## src/design/utf8_stream_decoder_defines.svh

```systemverilog
// Shared assertion macros for the UTF-8 stream decoder.
// Every macro expects clk and rst_n to be visible where it is used.
`ifndef UTF8_STREAM_DECODER_DEFINES_SVH
`define UTF8_STREAM_DECODER_DEFINES_SVH

// Same-cycle implication.
`define U8SD_ASSERT_IMPL(label, ante, cons, msg) \
    label: assert property (@(posedge clk) disable iff (!rst_n) (ante) |-> (cons)) \
        else $error(msg);

// Next-cycle implication.
`define U8SD_ASSERT_NEXT(label, ante, cons, msg) \
    label: assert property (@(posedge clk) disable iff (!rst_n) (ante) |=> (cons)) \
        else $error(msg);

`endif

```

## src/design/u8sd_pkg.sv

```systemverilog
package u8sd_pkg;

    localparam int BYTE_W   = 8;
    localparam int CP_W     = 21;
    localparam int USED_W   = 3;
    localparam int FLUSH_W  = 2;

    localparam int U8SD_QUEUE_DEPTH = 4;

    localparam logic [BYTE_W-1:0] TOP2_MASK  = 8'hC0;
    localparam logic [BYTE_W-1:0] TOP3_MASK  = 8'hE0;
    localparam logic [BYTE_W-1:0] TOP4_MASK  = 8'hF0;
    localparam logic [BYTE_W-1:0] TOP5_MASK  = 8'hF8;
    localparam logic [BYTE_W-1:0] CONT_CODE  = 8'h80;
    localparam logic [BYTE_W-1:0] LEAD2_CODE = 8'hC0;
    localparam logic [BYTE_W-1:0] LEAD3_CODE = 8'hE0;
    localparam logic [BYTE_W-1:0] LEAD4_CODE = 8'hF0;

    localparam logic [USED_W-1:0] LEN_NONE = 3'd0;
    localparam logic [USED_W-1:0] LEN_ONE  = 3'd1;
    localparam logic [USED_W-1:0] LEN_TWO  = 3'd2;
    localparam logic [USED_W-1:0] LEN_THREE = 3'd3;
    localparam logic [USED_W-1:0] LEN_FOUR = 3'd4;

    // One entry of the queue: what a single input byte causes.
    // First flush_n held bytes raw (lead, cont0, cont1), then an optional final result.
    typedef struct packed {
        logic [FLUSH_W-1:0] flush_n;
        logic [BYTE_W-1:0]  lead;
        logic [BYTE_W-1:0]  cont0;
        logic [BYTE_W-1:0]  cont1;
        logic               has_final;
        logic [CP_W-1:0]    fin_cp;
        logic [USED_W-1:0]  fin_used;
        logic               fin_raw;
        logic               fin_end;
    } cmd_t;

endpackage

```

## src/design/u8sd_front.sv

```systemverilog
module u8sd_front
    import u8sd_pkg::*;
(
    input  logic              clk,
    input  logic              rst_n,
    input  logic              in_valid,
    input  logic [BYTE_W-1:0] in_byte,
    input  logic              q_full,
    output logic              in_stall,
    output logic              push,
    output cmd_t              push_cmd
);
`include "utf8_stream_decoder_defines.svh"

    logic [BYTE_W-1:0]  lead_reg, lead_next;
    logic [BYTE_W-1:0]  cont0_reg, cont0_next;
    logic [BYTE_W-1:0]  cont1_reg, cont1_next;
    logic [USED_W-1:0]  exp_reg, exp_next;
    logic [FLUSH_W-1:0] held_reg, held_next;

    logic accept;
    logic is_cont;
    logic fresh;
    cmd_t cmd;

    assign in_stall = q_full;
    assign accept   = in_valid && !q_full;
    assign is_cont  = (in_byte & TOP2_MASK) == CONT_CODE;

    always_comb
    begin
        lead_next  = lead_reg;
        cont0_next = cont0_reg;
        cont1_next = cont1_reg;
        exp_next   = exp_reg;
        held_next  = held_reg;
        cmd        = '0;
        fresh      = 1'b1;

        if (exp_reg != LEN_NONE)
        begin
            if (is_cont)
            begin
                fresh = 1'b0;
                if (({1'b0, held_reg} + 3'd1) >= exp_reg)
                begin
                    cmd.has_final = 1'b1;
                    cmd.fin_used  = exp_reg;
                    case (exp_reg)
                        LEN_TWO:
                            cmd.fin_cp = {10'd0, lead_reg[4:0], in_byte[5:0]};
                        LEN_THREE:
                            cmd.fin_cp = {5'd0, lead_reg[3:0], cont0_reg[5:0], in_byte[5:0]};
                        default:
                            cmd.fin_cp = {lead_reg[2:0], cont0_reg[5:0], cont1_reg[5:0],
                                          in_byte[5:0]};
                    endcase
                    exp_next  = LEN_NONE;
                    held_next = '0;
                end
                else
                begin
                    if (held_reg[0])
                        cont0_next = in_byte;
                    else
                        cont1_next = in_byte;
                    held_next = held_reg + 2'd1;
                end
            end
            else
            begin
                // Missing continuation: flush what is held, then treat the byte afresh
                cmd.flush_n = held_reg;
                cmd.lead    = lead_reg;
                cmd.cont0   = cont0_reg;
                cmd.cont1   = cont1_reg;
                exp_next    = LEN_NONE;
                held_next   = '0;
            end
        end

        if (fresh)
        begin
            if (in_byte == '0)
            begin
                cmd.has_final = 1'b1;
                cmd.fin_cp    = '0;
                cmd.fin_used  = LEN_ONE;
                cmd.fin_end   = 1'b1;
            end
            else if (!in_byte[7])
            begin
                cmd.has_final = 1'b1;
                cmd.fin_cp    = {{(CP_W-BYTE_W){1'b0}}, in_byte};
                cmd.fin_used  = LEN_ONE;
            end
            else if ((in_byte & TOP3_MASK) == LEAD2_CODE)
            begin
                lead_next = in_byte;
                exp_next  = LEN_TWO;
                held_next = 2'd1;
            end
            else if ((in_byte & TOP4_MASK) == LEAD3_CODE)
            begin
                lead_next = in_byte;
                exp_next  = LEN_THREE;
                held_next = 2'd1;
            end
            else if ((in_byte & TOP5_MASK) == LEAD4_CODE)
            begin
                lead_next = in_byte;
                exp_next  = LEN_FOUR;
                held_next = 2'd1;
            end
            else
            begin
                // Stray continuation or invalid lead
                cmd.has_final = 1'b1;
                cmd.fin_cp    = {{(CP_W-BYTE_W){1'b0}}, in_byte};
                cmd.fin_used  = LEN_ONE;
                cmd.fin_raw   = 1'b1;
            end
        end
    end

    // Drop bytes that are only absorbed
    assign push     = accept && (cmd.has_final || (cmd.flush_n != '0));
    assign push_cmd = cmd;

    always_ff @(posedge clk or negedge rst_n)
    begin
        if (!rst_n)
        begin
            lead_reg  <= '0;
            cont0_reg <= '0;
            cont1_reg <= '0;
            exp_reg   <= LEN_NONE;
            held_reg  <= '0;
        end
        else if (accept)
        begin
            lead_reg  <= lead_next;
            cont0_reg <= cont0_next;
            cont1_reg <= cont1_next;
            exp_reg   <= exp_next;
            held_reg  <= held_next;
        end
    end

    `U8SD_ASSERT_IMPL(a_idle_holds_nothing, exp_reg == LEN_NONE, held_reg == '0,
        "held bytes without a pending sequence")
    `U8SD_ASSERT_IMPL(a_pending_consistent, exp_reg != LEN_NONE,
        (held_reg != '0) && ({1'b0, held_reg} < exp_reg),
        "held byte count out of step with expected length")

endmodule

```

## src/design/u8sd_queue.sv

```systemverilog
module u8sd_queue
    import u8sd_pkg::*;
#(
    parameter int DEPTH = U8SD_QUEUE_DEPTH
)
(
    input  logic clk,
    input  logic rst_n,
    input  logic push,
    input  cmd_t push_cmd,
    input  logic pop,
    output logic full,
    output logic head_valid,
    output cmd_t head
);
`include "utf8_stream_decoder_defines.svh"

    localparam int PTR_W = (DEPTH > 1) ? $clog2(DEPTH) : 1;
    localparam int CNT_W = $clog2(DEPTH + 1);
    localparam logic [PTR_W-1:0] LAST_PTR = PTR_W'(DEPTH - 1);
    localparam logic [CNT_W-1:0] FULL_CNT = CNT_W'(DEPTH);

    cmd_t             mem_reg [DEPTH];
    logic [PTR_W-1:0] wr_ptr_reg, wr_ptr_next;
    logic [PTR_W-1:0] rd_ptr_reg, rd_ptr_next;
    logic [CNT_W-1:0] count_reg, count_next;

    assign full       = count_reg == FULL_CNT;
    assign head_valid = count_reg != '0;
    assign head       = mem_reg[rd_ptr_reg];

    always_comb
    begin
        wr_ptr_next = wr_ptr_reg;
        rd_ptr_next = rd_ptr_reg;
        count_next  = count_reg;
        if (push)
            wr_ptr_next = (wr_ptr_reg == LAST_PTR) ? '0 : wr_ptr_reg + 1'b1;
        if (pop)
            rd_ptr_next = (rd_ptr_reg == LAST_PTR) ? '0 : rd_ptr_reg + 1'b1;
        if (push && !pop)
            count_next = count_reg + 1'b1;
        else if (pop && !push)
            count_next = count_reg - 1'b1;
    end

    always_ff @(posedge clk)
    begin
        if (push)
            mem_reg[wr_ptr_reg] <= push_cmd;
    end

    always_ff @(posedge clk or negedge rst_n)
    begin
        if (!rst_n)
        begin
            wr_ptr_reg <= '0;
            rd_ptr_reg <= '0;
            count_reg  <= '0;
        end
        else
        begin
            wr_ptr_reg <= wr_ptr_next;
            rd_ptr_reg <= rd_ptr_next;
            count_reg  <= count_next;
        end
    end

    `U8SD_ASSERT_IMPL(a_no_overflow, push, !full || pop, "push into a full queue")
    `U8SD_ASSERT_IMPL(a_no_underflow, pop, head_valid, "pop from an empty queue")

endmodule

```

## src/design/u8sd_back.sv

```systemverilog
module u8sd_back
    import u8sd_pkg::*;
(
    input  logic              clk,
    input  logic              rst_n,
    input  logic              head_valid,
    input  cmd_t              head,
    output logic              pop,
    output logic              out_valid,
    input  logic              out_stall,
    output logic [CP_W-1:0]   code_point,
    output logic [USED_W-1:0] bytes_used,
    output logic              is_raw,
    output logic              is_end,
    output logic              last_of_run
);
`include "utf8_stream_decoder_defines.svh"

    logic [FLUSH_W-1:0] step_reg, step_next;
    logic               out_valid_reg, out_valid_next;
    logic [CP_W-1:0]    cp_reg;
    logic [USED_W-1:0]  used_reg;
    logic               raw_reg;
    logic               end_reg;
    logic               last_reg;

    logic [USED_W-1:0]  total;
    logic               last;
    logic               load;
    logic [BYTE_W-1:0]  flush_byte;
    logic               in_flush;

    assign total    = {1'b0, head.flush_n} + {2'b00, head.has_final};
    assign last     = ({1'b0, step_reg} + 3'd1) == total;
    assign load     = head_valid && (!out_valid_reg || !out_stall);
    assign pop      = load && last;
    assign in_flush = step_reg < head.flush_n;

    always_comb
    begin
        case (step_reg)
            2'd0:    flush_byte = head.lead;
            2'd1:    flush_byte = head.cont0;
            default: flush_byte = head.cont1;
        endcase
    end

    always_comb
    begin
        step_next      = step_reg;
        out_valid_next = out_valid_reg;
        if (load)
        begin
            out_valid_next = 1'b1;
            step_next      = last ? '0 : step_reg + 2'd1;
        end
        else if (!out_stall)
        begin
            out_valid_next = 1'b0;
        end
    end

    always_ff @(posedge clk or negedge rst_n)
    begin
        if (!rst_n)
        begin
            step_reg      <= '0;
            out_valid_reg <= 1'b0;
        end
        else
        begin
            step_reg      <= step_next;
            out_valid_reg <= out_valid_next;
        end
    end

    always_ff @(posedge clk)
    begin
        if (load)
        begin
            last_reg <= last;
            if (in_flush)
            begin
                cp_reg   <= {{(CP_W-BYTE_W){1'b0}}, flush_byte};
                used_reg <= LEN_ONE;
                raw_reg  <= 1'b1;
                end_reg  <= 1'b0;
            end
            else
            begin
                cp_reg   <= head.fin_cp;
                used_reg <= head.fin_used;
                raw_reg  <= head.fin_raw;
                end_reg  <= head.fin_end;
            end
        end
    end

    assign out_valid   = out_valid_reg;
    assign code_point  = cp_reg;
    assign bytes_used  = used_reg;
    assign is_raw      = raw_reg;
    assign is_end      = end_reg;
    assign last_of_run = last_reg;

    `U8SD_ASSERT_IMPL(a_step_in_range, head_valid, ({1'b0, step_reg} < total),
        "result step beyond the entry's result count")
    `U8SD_ASSERT_NEXT(a_load_shows, load, out_valid, "loaded result not presented")

endmodule

```

## src/design/utf8_stream_decoder.sv

```systemverilog
// UTF-8 stream decoder.
// Input channel: in_valid / in_stall / in_byte, one text byte per transaction;
// a zero byte ends the text. Output channel: out_valid / out_stall with
// code_point, bytes_used, is_raw, is_end and last_of_run, one result per transaction.
// A byte is accepted on any edge where in_valid is high and in_stall low; the
// front end decodes it in that cycle and writes what it causes (0 to 4 results)
// into a QUEUE_DEPTH-entry queue. Bytes that are only absorbed into a pending
// sequence write nothing.
// Results are written by the front end into the queue, and the back end then loads
// them from the queue head into the output register, which presents them.
// Throughput: one byte per cycle while each byte causes at most one result and
// the receiver does not stall; a byte that causes several results has them
// presented one after another by the single output register. in_stall is high
// exactly when the queue is full. When the receiver holds out_stall, the output
// transaction holds, the queue fills and the input then stalls; nothing is lost.
// Reset (rst_n, asynchronous) empties the queue and drops any pending sequence.
module utf8_stream_decoder
    import u8sd_pkg::*;
#(
    parameter int QUEUE_DEPTH = U8SD_QUEUE_DEPTH
)
(
    input  logic              clk,
    input  logic              rst_n,
    input  logic              in_valid,
    output logic              in_stall,
    input  logic [BYTE_W-1:0] in_byte,
    output logic              out_valid,
    input  logic              out_stall,
    output logic [CP_W-1:0]   code_point,
    output logic [USED_W-1:0] bytes_used,
    output logic              is_raw,
    output logic              is_end,
    output logic              last_of_run
);

    logic q_full;
    logic push;
    cmd_t push_cmd;
    logic pop;
    logic head_valid;
    cmd_t head;

    u8sd_front u_front (
        .clk      (clk),
        .rst_n    (rst_n),
        .in_valid (in_valid),
        .in_byte  (in_byte),
        .q_full   (q_full),
        .in_stall (in_stall),
        .push     (push),
        .push_cmd (push_cmd)
    );

    u8sd_queue #(
        .DEPTH (QUEUE_DEPTH)
    ) u_queue (
        .clk        (clk),
        .rst_n      (rst_n),
        .push       (push),
        .push_cmd   (push_cmd),
        .pop        (pop),
        .full       (q_full),
        .head_valid (head_valid),
        .head       (head)
    );

    u8sd_back u_back (
        .clk         (clk),
        .rst_n       (rst_n),
        .head_valid  (head_valid),
        .head        (head),
        .pop         (pop),
        .out_valid   (out_valid),
        .out_stall   (out_stall),
        .code_point  (code_point),
        .bytes_used  (bytes_used),
        .is_raw      (is_raw),
        .is_end      (is_end),
        .last_of_run (last_of_run)
    );

endmodule
```

## config.mk

```make
export PLATFORM = sky130hd
export DESIGN_NAME = utf8_stream_decoder
export DESIGN_NICKNAME = d
export VERILOG_FILES = /design/src/design/u8sd_pkg.sv /design/src/design/u8sd_front.sv /design/src/design/u8sd_queue.sv /design/src/design/u8sd_back.sv /design/src/design/utf8_stream_decoder.sv
export VERILOG_INCLUDE_DIRS = /design/src /design/src/design
export SDC_FILE = /design/constraint.sdc
export NUM_CORES = 1
export LEC_CHECK = 0
export ABC_CLOCK_PERIOD_IN_PS = 3600
export BUFFER_PORTS_ARGS = -buffer_cell sky130_fd_sc_hd__clkbuf_2
export CAP_MARGIN = 20
export CORE_UTILIZATION = 50
export DETAILED_ROUTE_END_ITERATION = 7
export PLACE_DENSITY = 0.69
export SETUP_SLACK_MARGIN = 0.4
export SLEW_MARGIN = 15
export SYNTH_ARGS = -nofsm -noshare
export SYNTH_HDL_FRONTEND = slang
export SYNTH_HIERARCHICAL = 1
export SYNTH_SLANG_ARGS = --single-unit
export TNS_END_PERCENT = 10
```

## constraint.sdc

```tcl
create_clock -name clk -period 3.6 [get_ports clk]
set_clock_uncertainty 0.1 [all_clocks]
set_input_delay 0.18 -clock clk [delete_from_list [all_inputs] [get_ports clk]]
set_output_delay 0.18 -clock clk [all_outputs]
set_load 0.01 [all_outputs]
```

; ---- Word-level counts from Yosys, hierarchy flattened
; Memory sizes are Yosys's and may differ from the RTL's.
; Index checks and enable logic that the tools add are counted.
[op_classes]
bitwise = 3
add_sub_neg = 9
order_cmp = 2
mux = 48
n_eq_ne = 12
reduce_logical = 23
[op_table]
columns = operator, n
row1 = $mux W26, 4
row2 = $mux W25, 4
row3 = $mux W51, 1
row4 = $pmux W21 S2, 1
row5 = $mux W3, 11
row6 = $mux W8, 4
row7 = $mux W27, 1
row8 = $mux W2, 12
row9 = $pmux W8 S2, 1
row10 = $reduce_and A5 Y1, 3
row11 = $mux W1, 9
row12 = $reduce_bool A3 Y1, 3
row13 = $add A2 B1 Y2 const B, 4
row14 = $logic_not A8 Y1, 1
row15 = $add A2 B1 Y3 const B, 2
row16 = $eq A2 B2 Y1 const B, 3
row17 = $eq A3 B2 Y1 const B, 2
row18 = $eq A3 B3 Y1 const B, 2
row19 = $logic_and A1 B1 Y1, 6
row20 = $eq A5 B5 Y1 const B, 1
row21 = $logic_not A1 Y1, 5
row22 = $eq A4 B4 Y1 const B, 1
row23 = $reduce_bool A2 Y1, 2
row24 = $add A2 B1 Y3, 1
row25 = 10 further kinds, 13
[word_totals]
mem_count = 1
register_bits = 66
output_inout_bits = 29
inputBits = 12
ramBits = 212
[memory_table]
columns = name, words, width, rd, rd_ports_with_merged_regs, wr, line
row1 = u_queue.mem_reg, 4, 53, 1, 0, 1, u8sd_queue.sv:23  ; cmd_t mem_reg [DEPTH];

; ---- Logic depth before layout (Yosys ltp)
; Gate-level depths: netlist of run 1.
[logic_depth]
depth_word = 17
mapped_depth = 15
ltp_nobuf = 13

; ---- Hierarchy
; The synthesis of run 1 kept the hierarchy.
[by_module_without_submodules]
columns = module, instances, area_each_um2, cells_per_inst, seq_area_each_um2
row1 = u8sd_queue, 1, 8132.8, 314, 6541.3
row2 = u8sd_front, 1, 1871.8, 197, 725.7
row3 = u8sd_back, 1, 1448.9, 108, 885.8

; ---- Worst setup path after synthesis of run 1
; OpenSTA, ideal clock, no wires.
[synth_path]
path_type = flip-flop to flip-flop
startpoint = register u_front.held_reg[0]
endpoint = memory u_queue/mem_reg[0][0] (netlist bit) (enable)
n_path_buf = 1
path_stages_with_launch = 9
path_slack_ns = -0.188
t_arrival_ns = 3.272
setup_time_ns = 0.416
cell_sequence = dfrtp_1 -> ha_1 -> ha_1 -> nand2_1 -> o21ai_0 -> buf_2 -> o21ai_0 -> a21oi_1 -> and2_1
[synth_via]
elab_chain_cells = 15
word_cells_on_any_way = 17
classes_between = 1 x add/sub / 1 x order compare / 12 x mux / 3 x reduce/logical
[synth_rtl]
columns = item, line
row1 = from (decl), u8sd_front.sv:19  ; logic [FLUSH_W-1:0] held_reg, held_next;
row2 = from (signal assigned), u8sd_front.sv:146  ; held_reg <= held_next;
row3 = $add A2 B1 Y3, u8sd_front.sv:45  ; if (({1'b0, held_reg} + 3'd1) >= exp_reg)
row4 = $ge A3 B3 Y1, u8sd_front.sv:45
row5 = $mux W25, u8sd_front.sv:45
row6 = $mux W25, u8sd_front.sv:42  ; if (is_cont)
row7 = $mux W51 *, u8sd_front.sv:40  ; if (exp_reg != LEN_NONE)
row8 = $mux W26, u8sd_front.sv:109  ; else if ((in_byte & TOP5_MASK) == LEAD4_CODE)
row9 = $mux W26, u8sd_front.sv:103  ; else if ((in_byte & TOP4_MASK) == LEAD3_CODE)
row10 = $mux W26, u8sd_front.sv:97  ; else if ((in_byte & TOP3_MASK) == LEAD2_CODE)
row11 = $mux W25, u8sd_front.sv:91  ; else if (!in_byte[7])
row12 = $mux W25, u8sd_front.sv:84  ; if (in_byte == '0)
row13 = $mux W27, u8sd_front.sv:82  ; if (fresh)
row14 = $logic_or A1 B1 Y1 *, u8sd_front.sv:127  ; assign push = accept && (cmd.has_final || (cmd.flush_n != '0));
row15 = $logic_and A1 B1 Y1 *, u8sd_front.sv:127
row16 = named net push, utf8_stream_decoder.sv:38  ; logic push;
row17 = $mux W1 *, u8sd_queue.sv:49  ; if (push)
row18 = $mux W1 (not written as such) *, u8sd_queue.sv:50  ; mem_reg[wr_ptr_reg] <= push_cmd;
row19 = to (decl), u8sd_queue.sv:23
; Mark *: on every way through the listed nets, which the timed path passes. The rest lies on a longest branch.

==> results.json, run 1 <==
{
  "layout_commonest_cell": "edfxtp_1",
  "numCtsBuffers": 28,
  "max_stage_delay_ps": 560,
  "h-tree-depth": 1,
  "switching_share": 0.3019,
  "status": "completed",
  "critical_path_arrival_ps": 3470,
  "maxCapViolations": 0,
  "slowest_stage": "mux4_2",
  "finalNetCount": 714,
  "pwr-share-seq": 0.425,
  "synth_edf_count": 239,
  "critical_path_buf_inv_count": 2,
  "drtIter0Drc": 562,
  "grt_pass1_vias": 6052,
  "fmax_mhz": 317.3,
  "p_sw_mw": 3.363,
  "finalWirelength_um": 22930,
  "synth.top_cell.area_share": 0.6266,
  "portBuffers": 40,
  "cts_root_buf": "clkbuf_16",
  "fin_setup_tns_ps": 0,
  "grt_use_total": 0.2003,
  "grt_pass1_wl_um": 35490,
  "vdd_drop_max_uv": 530.8,
  "min_path_type": "in -> async",
  "dr.pass1.iters": 7,
  "rows": 55,
  "grt.overflow.total": 0,
  "netlist_area_sq_um": 11450,
  "most-common-layout-cells": "239 x edfxtp_1, 48 x mux4_2, 40 x clkbuf_2, 37 x dfrtp_1, 33 x and3_1",
  "clockBufferDepth": 3,
  "avgSynthCellArea_sq_um": 18.50,
  "post-place-cells": 929,
  "combPwrFrac": 0.318,
  "fin_cells": 992,
  "path_class": "reg -> reg",
  "clock_latency_ps": 530,
  "finalSetupViolCount": 0,
  "period_share": 0.8754,
  "drc": 0,
  "dr_total_vias": 5869,
  "die-area_sq_um": 23520,
  "crit_required_ps": 3920,
  "startpoint_type": "flip-flop",
  "gp_congestion": 0.8530,
  "core_area_sq_um": 22570,
  "cp_max_fo": 5,
  "cp_cell_sequence": "mux4_2, ha_4, ha_4, xor2_4, nor3_2, and2_4, inv_1, ha_4, inv_2, fa_1, mux2_2",
  "ys_types": 55,
  "period_needed_ps": 3152,
  "final_hold_viol_count": 0,
  "yosys.area.top_type": "edfxtp_1",
  "dpl.hpwl_um": 14120,
  "ant_nets": 0,
  "r2r-start": "u_queue/rd_ptr_reg[0]",
  "antenna_found_initial": 0,
  "cp_common_cell": "ha_4",
  "drive_gt1_frac": 0.2900,
  "start_util": 0.5074,
  "antenna_cells": 0,
  "synth.top_cells.by_area": "edfxtp_1 63%, mux4_2 9.4%, dfrtp_1 8.5%",
  "synth_ff_type": "edfxtp_1",
  "cts_sinks": 278,
  "netlist_instances": 619,
  "p_per_area_nw_per_um2": 851.4,
  "async_reset_ff_frac": 0.1403,
  "crit_cells": 11,
  "internal-power_mw": 7.776,
  "largest_register_ffs": 212,
  "p_leak_nw": 4.781,
  "ys_seq_area_frac": 0.7118,
  "area_delta_synth_final_pct": 14.23,
  "viasPerCell": 5.916,
  "die_h_um": 153.4,
  "grt_setup_unrepaired": "true",
  "power_frac_clock": 0.256,
  "reg2reg_depth": 11,
  "tightest_slew_ps": 736.0,
  "synth.net_count": 648,
  "reg2reg_to": "u_queue/count_reg[1]",
  "pin_count": 41,
  "drv_slew": 0,
  "critical-path-top-delay-family": "adder cells",
  "reg2reg_slack_ps": 450,
  "cts_tree": "built",
  "wl_per_cell_um": 23.11,
  "die_width_um": 153.4,
  "max_slew_margin": 0.5056,
  "yosys_warnings": 6,
  "grt_max_degree": 54,
  "synth-seq-cells": 278,
  "end_kind": "flip-flop",
  "clkSlewWorstSetupHoldPaths_ps": 60
}
[worst max-delay path by stage]
stage,from,to,slack (ps)
final,u_queue/rd_ptr_reg[0],u_queue/count_reg[1],450
after global routing,u_queue/rd_ptr_reg[0],u_queue/count_reg[1],350
after CTS,u_queue/rd_ptr_reg[0],u_queue/count_reg[2],420
after detailed placement,u_queue/rd_ptr_reg[0],u_queue/count_reg[2],440
after global placement,u_queue/rd_ptr_reg[0],u_queue/count_reg[2],480
after floorplan,u_queue/rd_ptr_reg[0],u_queue/count_reg[1],330
[stage by stage]
step	setup slack (ps)	total power [mW]	hold slack [ps]	util	area, sq um
floorplan	326.6	7.267	-215.6	-	11500
global placement	479.2	8.119	289.8	0.5319	12010
detailed placement	439.9	8.264	304.5	0.5319	12010
CTS	415.4	11.13	82.45	0.5768	13020
global route	350.1	11.68	85.50	0.5797	13080
finish	448.4	11.14	78.99	0.5797	13080
[per-layer routing]
| layer | part of all wire | track usage |
|---|---|---|
| met1 | 0.43 | 0.2890 |
| met2 | 0.48 | 0.3218 |
| met3 | 0.066 | 0.03176 |
| met4 | 0.019 | 0.05048 |
| met5 | 0 | 0 |
[final cells by class]
type	count	area, sq um
Clock buffer	41	820.8
Clock inverter	11	112.6
Fill cell	1625	9488
Inverter	20	75.07
Multi-Input combinational cell	289	3068
Sequential cell	278	8158
Tap cell	285	356.6
Timing Repair Buffer	68	493.0
[power by group through the flow]
stage          registers [mW]  clock network (mW)  logic [mW]
3_5_place_dp             4.80                   0        3.46
6_report                 4.74                2.86        3.55
3_3_place_gp             4.75                   0        3.37
2_1_floorplan            4.77                   0        2.49
4_1_cts                  4.74                2.91        3.49
5_1_grt                  4.80                3.03        3.85
[repair_timing]
action	in CTS	in global routing
hold buffers	8	0
endpoints found under the setup margin	0	13
resized for setup	0	4
setup buffers	0	1
endpoints found under the hold margin	60	0
[cell families (layout without fill, tap and decap cells)]
kind of cell | count (synthesis) | in the layout | synth area share
buffers and inverters | 53 | 140 | 0.02797
xor gates and xnor gates | 6 | 6 | 0.004588
DFF | 278 | 278 | 0.7118
AOI/OAI and AO/OA | 57 | 57 | 0.03321
muxes | 87 | 87 | 0.1407
and+or+nand+nor | 121 | 122 | 0.06249
adders and majority gates | 17 | 17 | 0.01923
[synthesized netlist by cell type, types with 7 or more instances]
library cell and number:
clkbuf_1 12, and2_1 7, buf_2 11, edfxtp_1 239, nor2b_1 24, ha_1 16
o21ai_0 17, a21oi_1 10, inv_1 20, and3_1 33, mux4_2 48, dfrtp_1 39
nand2_1 17, nor2_1 12, a22oi_1 9, mux2_2 21
(Power assumes the default switching activity.)
==> inputs of run 2 (changes only) <==
--- a/config.mk
+++ b/config.mk
@@ -6,6 +6,7 @@
 export SDC_FILE = /design/constraint.sdc
 export NUM_CORES = 1
 export LEC_CHECK = 0
+export ABC_AREA = 1
 export ABC_CLOCK_PERIOD_IN_PS = 3600
 export BUFFER_PORTS_ARGS = -buffer_cell sky130_fd_sc_hd__clkbuf_2
 export CAP_MARGIN = 20
==> results.json, run 2 <==
{
  "grt_pass1_vias": 7965,
  "status": "completed",
  "p_sw_mw": 4.284,
  "h-tree-depth": 1,
  "clock_latency_ps": 540,
  "dr.pass1.iters": 6,
  "netlist_area_sq_um": 12350,
  "viasPerCell": 5.296,
  "vdd_drop_max_uv": 504.4,
  "fin_cells": 1527,
  "p_per_area_nw_per_um2": 851.3,
  "drive_gt1_frac": 0.1205,
  "netlist_instances": 1131,
  "cts_sinks": 278,
  "synthTopCellsByCount": "317 x nand2_1, 239 x edfxtp_1, 180 x inv_1",
  "cp_cell_sequence": "inv_16, nand2_1, o211ai_1, nand2_1, ha_1, ha_1, xnor2_1, nand3_2, nor2_4, inv_1, ha_1, inv_1, fa_1, nand2_1, nand2_1",
  "drtIter0Drc": 806,
  "pin_count": 41,
  "combPwrFrac": 0.336,
  "ys_types": 35,
  "finalWirelength_um": 26080,
  "area_delta_synth_final_pct": 13.86,
  "drc": 0,
  "timing.hold.ws_ps": 48.04,
  "portBuffers": 40,
  "min_path_type": "in -> reg",
  "async_reset_ff_frac": 0.1403,
  "max_stage_delay_ps": 520,
  "avgSynthCellArea_sq_um": 10.92,
  "period_needed_ps": 3053,
  "post-place-cells": 1459,
  "clockBufferDepth": 3,
  "power_frac_clock": 0.273,
  "fillers": 1984,
  "path_class": "reg -> reg",
  "synth.top_cells.by_area": "edfxtp_1 58%, nand2_1 9.6%, dfrtp_1 7.9%",
  "ys_seq_area_frac": 0.6600,
  "layout_commonest_cell": "nand2_1",
  "maxCapViolations": 0,
  "pwr-share-seq": 0.391,
  "cp_common_cell": "nand2_1",
  "cts_tree": "built",
  "antenna_found_initial": 0,
  "yosys.area.top_type": "edfxtp_1",
  "switching_share": 0.3577,
  "start_util": 0.5094,
  "most-common-layout-cells": "317 x nand2_1, 239 x edfxtp_1, 175 x inv_1, 107 x o211ai_1, 44 x nor2_1",
  "fmax_mhz": 327.6,
  "drv_slew": 0,
  "grt.overflow.total": 0,
  "synth.top_cell.area_share": 0.5810,
  "cp_max_fo": 29,
  "rows": 57,
  "tightest_slew_ps": 676.4,
  "crit_required_ps": 3930,
  "final_util": 0.5800,
  "layout_setup_ws_ps": 547.5,
  "dr_total_vias": 8087,
  "antenna_cells": 0,
  "synth_ff_type": "edfxtp_1",
  "die-area_sq_um": 25340,
  "internal-power_mw": 7.690,
  "p_leak_nw": 5.995,
  "slowest_stage": "dfrtp_2",
  "critical_path_arrival_ps": 3390,
  "die_h_um": 159.2,
  "synth_most_common_cell": "nand2_1",
  "die_width_um": 159.2,
  "synth_edf_count": 239,
  "grt_pass1_wl_um": 41830,
  "finalSetupViolCount": 0,
  "end_kind": "flip-flop",
  "numCtsBuffers": 29,
  "wl_per_cell_um": 17.08,
  "fin_setup_tns_ps": 0,
  "clkSlewWorstSetupHoldPaths_ps": 60,
  "cts_root_buf": "clkbuf_16",
  "dp_slack_ps": 354.4,
  "synth.net_count": 1160,
  "grt_max_degree": 71,
  "dpl.hpwl_um": 16390,
  "max_slew_margin": 0.5443,
  "period_share": 0.8479,
  "synth-seq-cells": 278,
  "yosys_warnings": 6,
  "gp_congestion": 0.8322,
  "largest_register_ffs": 212,
  "ant_nets": 0,
  "grt_use_total": 0.2093,
  "core_area_sq_um": 24250,
  "finalNetCount": 1209,
  "final_hold_viol_count": 0,
  "startpoint_type": "flip-flop",
  "grt_setup_unrepaired": "false"
}
==> run 2: cell type report <==
class,count,area (sq um),area share
flip-flops and latches,278,8155,0.5798
multi-input cells,615,3193,0.2270
clock buffers,31,733.2,0.05213
inverters,187,726.9,0.05169
repair buffers,68,513.0,0.03647
well taps,324,405.4,0.02882
clock inverters,23,329.1,0.02340
repair inverters,1,8.758,0.0006227
==> run 2: repair_timing <==
item,4_1_cts,5_1_grt
cloned,0,1
pin swaps,0,1
hold endpoints to repair,63,6
gates resized for setup,1,12
setup buffers,0,1
hold buffers,10,1
endpoints found under the setup margin,2,63
==> run 2: metal layers <==
metal  vias to the layer above  share of wire  track usage
met3                        49          0.053      0.02735
li1                       3901              -            -
met2                       248           0.50       0.3612
met5                         -              0            0
met4                         0          0.032      0.08304
met1                      3889           0.42       0.2690
==> run 2: kinds of logic after synthesis <==
kind of cell               count (synthesis)  share of synthesized area
and+or+nand+nor                          452                     0.1535
DFF                                      278                     0.6600
buffers and inverters                    238                    0.08336
AOI/OAI and AO/OA                        144                    0.08387
adders and majority gates                 17                    0.01783
xor gates and xnor gates                   2                   0.001418
==> run 2: stage by stage <==
| step | cell area [sq um] | power, mW |
|---|---|---|
| floorplan | 12360 | 7.513 |
| global placement | 12820 | 8.571 |
| detailed placement | 12820 | 8.654 |
| CTS | 13990 | 11.94 |
| global route | 14060 | 12.65 |
| finish | 14060 | 11.97 |
==> run 2: power by group through the flow <==
stage	logic (mW)	registers (mW)	clock network (mW)
4_1_cts	3.95	4.68	3.31
5_1_grt	4.47	4.75	3.43
3_5_place_dp	3.91	4.74	0
3_3_place_gp	3.85	4.73	0
6_report	4.03	4.68	3.26
2_1_floorplan	2.74	4.77	0
==> run 2: path summary, 6_finish.rpt <==
path                                       start                   end  slack, ps  depth (start not counted)
setup / recovery           u_queue/rd_ptr_reg[0]  u_queue/count_reg[1]        550                         15
hold / removal                        in_byte[7]    u_front/exp_reg[0]         50                          4
setup reg to reg           u_queue/rd_ptr_reg[0]  u_queue/count_reg[1]        550                         15
hold reg to reg             u_front/cont0_reg[7]  u_front/cont0_reg[7]        360                          2
max in group asynchronous                  rst_n   u_front/lead_reg[1]       2420                          4
min in group asynchronous                  rst_n  u_queue/count_reg[2]        510                          3
==> run 2: critical path, delay by kind of cell, from the launching register on <==
kind / cells / cell delay [ps]
adders and majority gates: 4 / 1090
and+or+nand+nor: 6 / 630
DFF: 1 / 520
buffers and inverters: 3 / 330
xor gates and xnor gates: 1 / 190
AOI/OAI and AO/OA: 1 / 80
==> inputs of run 3 (changes only) <==
--- a/config.mk
+++ b/config.mk
@@ -6,8 +6,8 @@
 export SDC_FILE = /design/constraint.sdc
 export NUM_CORES = 1
 export LEC_CHECK = 0
-export ABC_AREA = 1
-export ABC_CLOCK_PERIOD_IN_PS = 3600
+export ABC_AREA = 0
+export ABC_CLOCK_PERIOD_IN_PS = 2800
 export BUFFER_PORTS_ARGS = -buffer_cell sky130_fd_sc_hd__clkbuf_2
 export CAP_MARGIN = 20
 export CORE_UTILIZATION = 50
==> constraint.sdc (replaced) <==
create_clock -name clk -period 2.8 [get_ports clk]
set_clock_uncertainty 0.1 [all_clocks]
set_input_delay 0.14 -clock clk [delete_from_list [all_inputs] [get_ports clk]]
set_output_delay 0.14 -clock clk [all_outputs]
set_load 0.01 [all_outputs]
==> results.json, run 3 (synthesis gave the netlist of run 1 again) <==
{
  "h-tree-depth": 1,
  "most-common-layout-cells": "239 x edfxtp_1, 49 x mux4_2, 40 x clkbuf_2, 35 x dfrtp_1, 33 x and3_1",
  "vdd_drop_max_uv": 662.3,
  "reg2reg_slack_ps": -250,
  "drc": 0,
  "status": "complete, but fails checks",
  "timing.hold.ws_ps": -11.90,
  "p_leak_nw": 5.124,
  "grt_pass1_vias": 6394,
  "min_path_type": "in -> async",
  "viasPerCell": 5.906,
  "max_slew_margin": 0.4189,
  "drive_gt1_frac": 0.3733,
  "wl_per_cell_um": 24.11,
  "cts_root_buf": "clkbuf_16",
  "max_stage_delay_ps": 550,
  "period_needed_ps": 3048,
  "grt_setup_unrepaired": "true",
  "start_util": 0.5074,
  "end_kind": "flip-flop",
  "failed_checks": "negative hold slack, negative setup slack",
  "antenna_cells": 0,
  "fin_cells": 1035,
  "clock_latency_ps": 540,
  "fmax_mhz": 328.1,
  "largest_register_ffs": 212,
  "path_class": "reg -> reg",
  "drv_slew": 0,
  "dr.pass1.iters": 6,
  "grt_pass1_wl_um": 38180,
  "die_h_um": 153.4,
  "core_area_sq_um": 22570,
  "drtIter0Drc": 527,
  "finalWirelength_um": 24950,
  "final_util": 0.6168,
  "final_hold_viol_count": 14,
  "dr_total_vias": 6113,
  "numCtsBuffers": 28,
  "portBuffers": 40,
  "pin_count": 41,
  "area_delta_synth_final_pct": 21.55,
  "dpl.hpwl_um": 15330,
  "total_power_mw": 15.47,
  "post-route-cell-area_sq_um": 13920,
  "p_per_area_nw_per_um2": 1111,
  "fillers": 1594,
  "grt_max_degree": 42,
  "critical-path-top-delay-family": "adder cells",
  "critical_path_buf_inv_count": 2,
  "dpl_cell_area_sq_um": 12340,
  "cts_tree": "built",
  "ant_nets": 0,
  "critical_path_arrival_ps": 3370,
  "cp_common_cell": "ha_4",
  "clkSlewWorstSetupHoldPaths_ps": 60,
  "cp_cell_sequence": "mux4_2, ha_4, ha_4, xor2_1, nor3_2, and2_4, inv_2, ha_4, inv_2, fa_2, mux2_4",
  "tightest_slew_ps": 868.4,
  "layout_setup_ws_ps": -248.0,
  "startpoint_type": "flip-flop",
  "cp_max_fo": 3,
  "antenna_found_initial": 0,
  "post-place-cells": 952,
  "finalNetCount": 757,
  "layout_commonest_cell": "edfxtp_1",
  "finalSetupViolCount": 2,
  "rows": 55,
  "cts_sinks": 278,
  "crit_required_ps": 3120,
  "slowest_stage": "mux4_2",
  "die_width_um": 153.4,
  "gp_congestion": 0.9015,
  "grt.overflow.total": 0,
  "maxCapViolations": 0,
  "grt_use_total": 0.2178,
  "die-area_sq_um": 23520,
  "period_share": 1.089,
  "clockBufferDepth": 3
}
[run 3: cell count changes in the layout (fill, tap and decap cells not counted), sizes merged, moves of 33 or more]
cell    before  now
o211ai     107    1
and3         0   33
buf         17   63
inv        189   20
nand2      325   18
mux4         0   53
nor2        52   12
[run 3: worst paths after layout]
check,cells past startpoint,end,startpoint
max,11,u_queue/count_reg[1],u_queue/rd_ptr_reg[0]
min,2,u_queue/wr_ptr_reg[1],rst_n
max reg2reg,11,u_queue/count_reg[1],u_queue/rd_ptr_reg[0]
min reg2reg,1,u_front/cont1_reg[7],u_front/cont1_reg[7]
max in group asynchronous,3,u_front/cont1_reg[0],rst_n
min in group clk,2,u_queue/mem_reg[1][1],in_byte[7]
[run 3: power by group]
| group | internal (mW) | total (mW) | leakage [nW] | switching [mW] |
|---|---|---|---|---|
| clock | 2.05 | 3.53 | 0.435 | 1.48 |
| combinational | 2.98 | 5.85 | 1.96 | 2.87 |
| sequential | 5.69 | 6.09 | 2.73 | 0.398 |
| total | 10.7 | 15.5 | 5.12 | 4.75 |
[run 3: timing repair]
action,CTS,global route
gates resized for setup,58,19
hold buffers,8,0
setup buffers,12,5
gates cloned,5,0
endpoints found under the hold margin,60,0
setup endpoints to repair,330,287
pin swaps,11,6
[run 3: cell type report]
type / instances / area [sq um] / area share
inverter: 20 / 75.07 / 0.005392
clock buffer: 41 / 789.5 / 0.05671
clock inverter: 11 / 92.59 / 0.006650
sequential: 278 / 8160 / 0.5861
multi-input combinational: 288 / 3293 / 0.2365
timing repair buffer: 112 / 1155 / 0.08295
tap: 285 / 356.6 / 0.02561
[run 3: worst register-to-register path, cell delays in order, from the launching register on]
cell,delay [ps]
dfrtp_4,440
mux4_2,550
ha_4,190
ha_4,150
xor2_1,170
nor3_2,220
and2_4,190
inv_2,40
ha_4,150
inv_2,50
fa_2,420
mux2_4,270
[run 3: stage by stage]
step	setup WS, ps	setup TNS [ps]	hold WS, ps
2_1_floorplan	-465.2	-852.6	-255.6
3_3_place_gp	-275.4	-450.9	242.6
3_5_place_dp	-300.0	-570.9	265.6
4_1_cts	-245.2	-489.3	3.565
5_1_grt	-327.9	-637.9	11.05
6_report	-248.0	-435.0	-11.90
[run 3: metal layers]
layer / track usage / routed length (um)
met5: 0 / 0
met4: 0.04476 / 315
met3: 0.03062 / 1128
met2: 0.3712 / 12640
met1: 0.3016 / 10870
